File: src/rtl/mtu_pkg.sv
// ----------------------------------------------------------------------------
// mtu_pkg
// Constants, types and word functions of the MT19937 uniform generator.
// ----------------------------------------------------------------------------
package mtu_pkg;

	localparam int unsigned ADDR_W = 10;
	localparam int unsigned WORD_W = 32;
	localparam int unsigned N_WORDS = 624;

	typedef logic [ADDR_W-1:0] mtu_addr_t;
	typedef logic [WORD_W-1:0] mtu_word_t;

	localparam mtu_addr_t NUM_WORDS = mtu_addr_t'(N_WORDS);
	localparam mtu_addr_t LAST_WORD = mtu_addr_t'(N_WORDS - 1);
	localparam mtu_addr_t FAR_OFFSET = mtu_addr_t'(397 - 1);

	localparam mtu_word_t TW_MATRIX = 32'h9908b0df;
	localparam mtu_word_t TW_UPPER = 32'h80000000;
	localparam mtu_word_t TW_LOWER = 32'h7fffffff;
	localparam mtu_word_t TEMPER_B = 32'h9d2c5680;
	localparam mtu_word_t TEMPER_C = 32'hefc60000;
	localparam mtu_word_t SEED_MULT = 32'd69069;
	localparam mtu_word_t SEED_RESET = 32'd457;

	typedef enum logic [4:0] {
		ST_IDLE  = 5'b00001,
		ST_SEED  = 5'b00010,
		ST_TWIST = 5'b00100,
		ST_READ  = 5'b01000,
		ST_LOAD  = 5'b10000
	} mtu_state_t;

	typedef struct packed {
		logic      we;
		mtu_addr_t waddr;
		mtu_word_t wdata;
		logic      re_a;
		mtu_addr_t raddr_a;
		logic      re_b;
		mtu_addr_t raddr_b;
	} mtu_mem_req_t;

	function automatic mtu_word_t mtu_twist(input mtu_word_t cur, input mtu_word_t nxt,
		input mtu_word_t far);
		mtu_word_t y;
		mtu_word_t v;
		y = (cur & TW_UPPER) | (nxt & TW_LOWER);
		v = far ^ (y >> 1);
		if (y[0]) begin
			v = v ^ TW_MATRIX;
		end
		return v;
	endfunction

	function automatic mtu_word_t mtu_temper(input mtu_word_t w);
		mtu_word_t y;
		y = w ^ (w >> 11);
		y = y ^ ((y << 7) & TEMPER_B);
		y = y ^ ((y << 15) & TEMPER_C);
		y = y ^ (y >> 18);
		return y;
	endfunction

endpackage

File: src/rtl/mtu_seq.sv
// ----------------------------------------------------------------------------
// mtu_seq
// Sequencer: seeding sweep, in-place twist pipeline and draw addressing.
// ----------------------------------------------------------------------------
module mtu_seq import mtu_pkg::*; (
	input  logic         clk,
	input  logic         arst_n,
	input  logic         s_tvalid,
	input  logic         restart,
	output logic         s_tready,
	input  mtu_word_t    seed,
	input  mtu_word_t    rdata_a,
	input  mtu_word_t    rdata_b,
	input  logic         out_free,
	output logic         load,
	output mtu_mem_req_t mem_req
);

	mtu_state_t state_q;
	mtu_addr_t  cnt_q;
	mtu_addr_t  pos_q;
	mtu_word_t  seed_w_q;
	logic       draw_q;
	logic       extra_q;
	logic       tw_valid_s1;
	mtu_addr_t  tw_idx_s1;
	mtu_word_t  carry_q;
	logic       pos_ok;
	logic [ADDR_W:0] far_sum;
	mtu_addr_t  far_addr;

	assign pos_ok = (pos_q < NUM_WORDS);
	assign s_tready = (state_q == ST_IDLE);
	assign load = (state_q == ST_LOAD) && out_free;

	assign far_sum = {1'b0, cnt_q} + {1'b0, FAR_OFFSET};
	assign far_addr = (far_sum >= {1'b0, NUM_WORDS}) ?
		ADDR_W'(far_sum - {1'b0, NUM_WORDS}) : far_sum[ADDR_W-1:0];

	always_ff @(posedge clk or negedge arst_n) begin
		if (!arst_n) begin
			state_q <= ST_SEED;
			cnt_q <= '0;
			pos_q <= NUM_WORDS;
			seed_w_q <= SEED_RESET;
			draw_q <= 1'b0;
			extra_q <= 1'b0;
			tw_valid_s1 <= 1'b0;
		end else begin
			tw_valid_s1 <= (state_q == ST_TWIST);
			case (state_q)
				ST_IDLE: begin
					if (s_tvalid) begin
						if (restart) begin
							seed_w_q <= seed;
							cnt_q <= '0;
							pos_q <= NUM_WORDS;
							draw_q <= 1'b1;
							extra_q <= 1'b1;
							state_q <= ST_SEED;
						end else if (!pos_ok) begin
							cnt_q <= '0;
							draw_q <= 1'b1;
							state_q <= ST_TWIST;
						end else begin
							pos_q <= pos_q + 1'b1;
							state_q <= ST_LOAD;
						end
					end
				end
				ST_SEED: begin
					seed_w_q <= seed_w_q * SEED_MULT;
					if (cnt_q == LAST_WORD) begin
						cnt_q <= '0;
						state_q <= ST_TWIST;
					end else begin
						cnt_q <= cnt_q + 1'b1;
					end
				end
				ST_TWIST: begin
					if (cnt_q == NUM_WORDS) begin
						cnt_q <= '0;
						if (extra_q) begin
							extra_q <= 1'b0;
						end else if (draw_q) begin
							draw_q <= 1'b0;
							pos_q <= '0;
							state_q <= ST_READ;
						end else begin
							state_q <= ST_IDLE;
						end
					end else begin
						cnt_q <= cnt_q + 1'b1;
					end
				end
				ST_READ: begin
					pos_q <= pos_q + 1'b1;
					state_q <= ST_LOAD;
				end
				ST_LOAD: begin
					if (out_free) begin
						state_q <= ST_IDLE;
					end
				end
				default: begin
					state_q <= ST_IDLE;
				end
			endcase
		end
	end

	// carry holds the old value of the word being rewritten
	always_ff @(posedge clk) begin
		tw_idx_s1 <= cnt_q;
		if (tw_valid_s1) begin
			carry_q <= rdata_a;
		end
	end

	always_comb begin
		mem_req.re_a = 1'b0;
		mem_req.raddr_a = pos_q;
		mem_req.re_b = 1'b0;
		mem_req.raddr_b = far_addr;
		mem_req.we = 1'b0;
		mem_req.waddr = tw_idx_s1 - 1'b1;
		mem_req.wdata = mtu_twist(carry_q, rdata_a, rdata_b);
		case (state_q)
			ST_IDLE: begin
				mem_req.re_a = s_tvalid && !restart && pos_ok;
			end
			ST_READ: begin
				mem_req.re_a = 1'b1;
			end
			ST_TWIST: begin
				mem_req.re_a = 1'b1;
				mem_req.raddr_a = (cnt_q == NUM_WORDS) ? '0 : cnt_q;
				mem_req.re_b = 1'b1;
			end
			default: begin
			end
		endcase
		if (state_q == ST_SEED) begin
			mem_req.we = 1'b1;
			mem_req.waddr = cnt_q;
			mem_req.wdata = seed_w_q;
		end else if (tw_valid_s1 && (tw_idx_s1 != '0)) begin
			mem_req.we = 1'b1;
		end
	end

endmodule

File: config.mk
export PLATFORM = sky130hd
export DESIGN_NAME = mtu_seq
export DESIGN_NICKNAME = d
export VERILOG_FILES = /design/src/rtl/mtu_pkg.sv /design/src/rtl/mtu_seq.sv
export SDC_FILE = /design/constraint.sdc
export NUM_CORES = 1
export LEC_CHECK = 0
export ABC_AREA = 1
export ABC_CLOCK_PERIOD_IN_PS = 4900
export BUFFER_PORTS_ARGS = -buffer_cell sky130_fd_sc_hd__buf_2
export CORE_AREA = 4 4 141 197
export CTS_CLUSTER_DIAMETER = 30
export DETAILED_ROUTE_END_ITERATION = 10
export DIE_AREA = 0 0 145 201
export MAX_ROUTING_LAYER = met4
export PLACE_DENSITY = 0.78
export SYNTH_ARGS = -nofsm -noshare
export SYNTH_HDL_FRONTEND = slang
export SYNTH_SLANG_ARGS = --single-unit
export TNS_END_PERCENT = 100
File: constraint.sdc
create_clock -name clk -period 4.9 [get_ports clk]
set_clock_uncertainty 0.2 [all_clocks]
set_input_delay 0.49 -clock clk [delete_from_list [all_inputs] [get_ports clk]]
set_output_delay 0.49 -clock clk [all_outputs]
set_load 0.03 [all_outputs]
# Yosys cells after proc, flatten, opt, wreduce, memory -nomap -nowiden
# Index checks and enable logic that the tools add are counted.
# totals
ff_bits	102
in_bits	101
output_inout_bits	67
elab_cells	96
# op_classes
addsub	5
multipliers	1
order_cmp	2
n_eq_ne	16
n_mux	43
bitwise	3
reduce_logical	17
# ops
op	count
$mux 10	13
$mux 32	3
$pmux 32 s2	1
$pmux 10 s3	2
$mux 42	1
$mux 5	7
$mul 32x17->32 const B	1
$or 32x31->32	1
$xor 32x31->32	1
$pmux 5 s5	1
$add 10x1->10 const B	2
$eq 10x10->1 const B	2
$not 15->15	1
$ne 2x2->1 const B	6
$add 10x9->11 const B	1
$ge 11x10->1 const B	1
$mux 11	1
$lt 10x10->1 const B	1
$mux 1	10
$reduce_and 5->1	2
$reduce_bool 10->1	1
$sub 10x1->10 const B	1
$sub 10x10->10 const B	1
$pmux 1 s2	3
other kinds (17)	23

# Depth between registers and ports, before layout
# depth
ltp_word	5
mapped_depth	25
mapped_depth_nobuf	25

# Worst setup path after synthesis
# No wires, ideal clock.
# synth_timing
path_kind	register to register
from	register seed_w_q[9]
to	register seed_w_q[31]
setup_time_ns	0.116
arrival_ns	4.918
required_time_ns	4.584
setup_slack_ns	-0.335
path_stages_with_launch	23
path_buffers	0
period_less_slack_ns	5.235
path_cell_list	dfrtp_1 > ha_1 > fa_1 > inv_1 > fa_1 > fa_1 > inv_1 > fa_1 > inv_1 > fa_1 > inv_1 > ha_1 > a21o_1 > a21boi_0 > nand3_1 > nand2_1 > inv_1 > nor2_1 > inv_1 > nand2_1 > nand3_1 > nand2_1 > nand2_1
# synth_via
elab_chain_len	2
# synth_lines
element	line	rtl
start: declaration	mtu_seq.sv:22	mtu_word_t seed_w_q;
start signal: assignment	mtu_seq.sv:72	seed_w_q <= seed_w_q * SEED_MULT;
$mul 32x17->32	mtu_seq.sv:72	
$pmux 32 s2	mtu_seq.sv:51	case (state_q)
# Every way passes these cells.
# A chain may end at the register's enable or synchronous reset.

# Worst setup path in the final report
# layout_timing
from	register seed_w_q[5]
to	register seed_w_q[17]
# The elaborated chain is that of the path after synthesis.

==> results.sh <==
export IMPL_route_detailed_drc=0
export IMPL_synth_cell_area_mm2=0.0123
export IMPL_dr_first_iter_drc_count=764
export IMPL_postSynth_asyncResetShare_pct=84.5
export IMPL_core_region_area_mm2=0.0260
export IMPL_finalWorstPathRequiredPeriod_ns=5.33
export IMPL_timing_final_setup_violations=22
export IMPL_post_synth_num_cell_types=41
export IMPL_multiplexer_fraction_of_the_synthesized_cell_area_pct=0.183
export IMPL_postLayoutCellArea_mm2=0.0171
export IMPL_maxSlewHeadroom_pct=44.2
export IMPL_chipWidth_um=145
export IMPL_grt_setup_unrepaired="yes"
export IMPL_fillerInstances=1905
export IMPL_wl_per_cell_um=19.7
export IMPL_layout_commonest_cell="sky130_fd_sc_hd__inv_1"
export IMPL_path_class="flop to flop"
export IMPL_largest_net_degree_at_the_start_of_global_routing=62
export IMPL_compound_cell_area_share_of_the_yosys_netlist_pct=9.35
export IMPL_final_min_period_over_clock_period_pct=109
export IMPL_final_net_count=2370
export IMPL_yosysWarningCount=0
export IMPL_synthDominantAreaCellType="sky130_fd_sc_hd__fa_1"
export IMPL_floorplan_initialDensity_pct=47.4
export IMPL_synthSimpleGateAreaFrac_pct=16.5
export IMPL_final_critical_path_setup_slack_ns=-0.434
export IMPL_synth_edff_count=1
export IMPL_data_arrival_time_of_the_worst_path_ns=5.34
export IMPL_htree_levels=3
export IMPL_number_of_buffers_added_by_the_clock_tree_synthesis_step=9
export IMPL_number_of_global_route_vias_before_repair=12927
export IMPL_postCtsHoldBufs=0
export IMPL_layout_cells_most_common_list="301 x sky130_fd_sc_hd__inv_1, 229 x sky130_fd_sc_hd__nand2_1, 180 x sky130_fd_sc_hd__buf_4"
export IMPL_max_freq_mhz=187
export IMPL_synth_adder_area_share_pct=41.5
export IMPL_clock_latency_ns=0.35
export IMPL_placedInstanceArea_mm2=0.0150
export IMPL_number_of_antenna_violations_at_the_first_check_in_global_routing=2
export IMPL_routed_wirelength_um=44800
export IMPL_dr_total_vias=12442
export IMPL_boundaryPins=168
export IMPL_postRouteAntennaNets=0
export IMPL_rows=70
export IMPL_worst_setup_end_kind="flop"
export IMPL_post_synthesis_sequential_area_ratio_pct=14.2
export IMPL_synth_xor_area_share_pct=5.83
export IMPL_cts_root_buffer_cell="sky130_fd_sc_hd__clkbuf_16"
export IMPL_final_hold_vios=0
export IMPL_path_clk_slew_ns=0.07
export IMPL_cp_start_kind="flop"
export IMPL_cts_sinks=71
export IMPL_globalRoute_totalOverflow=0
export IMPL_die_h_um=201
export IMPL_worstMarginPinSlew_ns=0.834
export IMPL_yosys_register_bits=71
export IMPL_dp_final_hpwl_um=32900
export IMPL_path_max_fanout=4
export IMPL_floorplan_die_area_mm2=0.0291
export IMPL_synthesis_to_finish_area_growth_pct=38.7
export IMPL_grt_pass1_wl_um=66000
export IMPL_cts_root_to_sink_buffers=2
export IMPL_cts_tree="built"
export IMPL_routed_via_density=5.46
export IMPL_synth_top_area_share_pct=23.7
export IMPL_slew_viol_final=0
export IMPL_final_layout_size_suffix_gt1_share_pct=37.1
export IMPL_synthesis_nets=2010
export IMPL_dr_pass1_iters=5
export IMPL_placement_setup_worst_slack_ns=-0.565
export IMPL_required_ns=4.90
export IMPL_gr_usage_all_layers_pct=28.9
export IMPL_place_gp_congestion=0.937
export IMPL_result_of_the_run="complete, but fails checks"
export IMPL_synth_area_per_cell_um2=7.76
export IMPL_max_cap_viol_count=0
export IMPL_largest_family_of_logic_cells_by_synthesized_area="adder cells"
export IMPL_leading_post_synthesis_cells_by_cell_area="sky130_fd_sc_hd__fa_1 24%, sky130_fd_sc_hd__ha_1 18%, sky130_fd_sc_hd__inv_1 11%"
export IMPL_synth_main_ff_cell="sky130_fd_sc_hd__dfrtp_1"
export IMPL_portBuffers=167
export IMPL_worst_r2r_path_depth=24
export IMPL_violations="setup timing"
export IMPL_min_path_type="input port to asynchronous set/reset pin"
export IMPL_post_synth_inst_count=1588
-- flip-flops by register name (all words and copies together) (netlist names) --
| register | cells |
|---|---|
| pos_q | 10 |
| state_q | 5 |
| extra_q | 1 |
| seed_w_q | 32 |
| cnt_q | 10 |
| draw_q | 1 |
| tw_valid_s1 | 1 |
| carry_q | 1 |
| tw_idx_s1 | 10 |
-- path summary, 6_finish.rpt --
kind | start | to | slack [ns]
setup reg to reg | seed_w_q[5] | seed_w_q[17] | -0.43
hold reg to reg | cnt_q[6] | tw_idx_s1[6] | 0.26
setup / recovery | seed_w_q[5] | seed_w_q[17] | -0.43
min in group clk | rdata_a[31] | carry_q[31] | 0.12
hold / removal | arst_n | seed_w_q[1] | 0.05
max in group asynchronous | arst_n | seed_w_q[24] | 3.46
-- logic make-up (layout without fill, tap and decap cells) --
kind of cell / after synthesis / after routing
and+or+nand+nor: 493 / 493
buffers and inverters: 405 / 770
adders and majority gates: 321 / 321
AOI/OAI and AO/OA: 214 / 214
xor gates and xnor gates: 82 / 82
DFF: 71 / 71
muxes: 2 / 2
other: 0 / 2
-- layout make-up --
class                      instances  area (um2)  share of cell area [%]
sequential                        71        1770                    10.3
multi-input combinational       1112       10600                    62.1
timing repair buffer             377        2570                    15.0
antenna                            2        5.00                  0.0293
tap                              324         405                    2.37
clock inverter                     7        77.6                   0.454
inverter                         377        1440                    8.40
clock buffer                       9         225                    1.32
-- synthesized netlist by cell type, types with 2 or more instances --
| master | n |
|---|---|
| sky130_fd_sc_hd__nor3_1 | 15 |
| sky130_fd_sc_hd__dfstp_2 | 10 |
| sky130_fd_sc_hd__nand3_1 | 50 |
| sky130_fd_sc_hd__o21ai_1 | 6 |
| sky130_fd_sc_hd__xnor2_1 | 41 |
| sky130_fd_sc_hd__buf_2 | 6 |
| sky130_fd_sc_hd__buf_1 | 2 |
| sky130_fd_sc_hd__inv_2 | 6 |
| sky130_fd_sc_hd__buf_4 | 2 |
| sky130_fd_sc_hd__or2_2 | 2 |
| sky130_fd_sc_hd__fa_1 | 146 |
| sky130_fd_sc_hd__mux2_1 | 2 |
| sky130_fd_sc_hd__o211ai_1 | 2 |
| sky130_fd_sc_hd__nand3b_1 | 3 |
| sky130_fd_sc_hd__inv_1 | 371 |
| sky130_fd_sc_hd__dfrtp_1 | 50 |
| sky130_fd_sc_hd__clkbuf_1 | 18 |
| sky130_fd_sc_hd__o21bai_1 | 9 |
| sky130_fd_sc_hd__xor2_1 | 41 |
| sky130_fd_sc_hd__o22ai_1 | 11 |
| sky130_fd_sc_hd__dfxtp_1 | 10 |
| sky130_fd_sc_hd__nand2_1 | 281 |
| sky130_fd_sc_hd__a21oi_1 | 63 |
| sky130_fd_sc_hd__o21ai_0 | 103 |
| sky130_fd_sc_hd__a31oi_1 | 10 |
| sky130_fd_sc_hd__o21a_1 | 3 |
| sky130_fd_sc_hd__nor2_1 | 117 |
| sky130_fd_sc_hd__nand4_1 | 20 |
| sky130_fd_sc_hd__a21o_1 | 2 |
| sky130_fd_sc_hd__ha_1 | 175 |
-- through the flow --
stage	utilization, %	hold slack [ns]	TNS (ns)	instances
floorplan	-	-0.00559	-0.0381	1588
detailed placement	57.5	0.248	-8.27	2210
global placement	57.5	0.256	-7.85	2210
finish	65.7	0.0509	-6.53	2279
CTS	62.4	0.0540	-4.88	2255
global route	65.7	0.0820	-9.88	2279
-- worst max-delay path, cell delays in order, from the launching register on --
cell and delay (ns):
sky130_fd_sc_hd__dfrtp_2 0.47, sky130_fd_sc_hd__ha_4 0.30, sky130_fd_sc_hd__buf_4 0.11, sky130_fd_sc_hd__buf_6 0.08, sky130_fd_sc_hd__inv_2 0.03, sky130_fd_sc_hd__fa_1 0.49, sky130_fd_sc_hd__inv_1 0.05, sky130_fd_sc_hd__ha_2 0.19
sky130_fd_sc_hd__fa_1 0.53, sky130_fd_sc_hd__inv_1 0.05, sky130_fd_sc_hd__fa_1 0.49, sky130_fd_sc_hd__fa_1 0.60, sky130_fd_sc_hd__inv_2 0.06, sky130_fd_sc_hd__ha_4 0.32, sky130_fd_sc_hd__nand2_4 0.07, sky130_fd_sc_hd__inv_1 0.05
sky130_fd_sc_hd__nand2_1 0.08, sky130_fd_sc_hd__nand2_2 0.09, sky130_fd_sc_hd__a21oi_2 0.05, sky130_fd_sc_hd__o21bai_2 0.26, sky130_fd_sc_hd__nand2_1 0.13, sky130_fd_sc_hd__nand2_1 0.09, sky130_fd_sc_hd__nand2_1 0.06, sky130_fd_sc_hd__a21oi_1 0.24
sky130_fd_sc_hd__o21ai_1 0.11
-- routing by layer --
metal,vias to the layer above,GRT usage (%),part of all wire [%]
met4,0,10.5,6.0
met1,6036,33.2,37
met5,-,-,0
met2,561,52.5,51
met3,196,2.78,5.4
li1,5649,-,-
-- timing repair --
action | 4_1_cts | 5_1_grt
buffers inserted | 33 | 24
resized for setup | 187 | 191
pin swaps | 104 | 162
setup endpoints to repair | 22 | 22
Power is left out: the tool's default activity adds up to more than one toggle a clock period on the data nets, which glitch-free logic cannot reach.
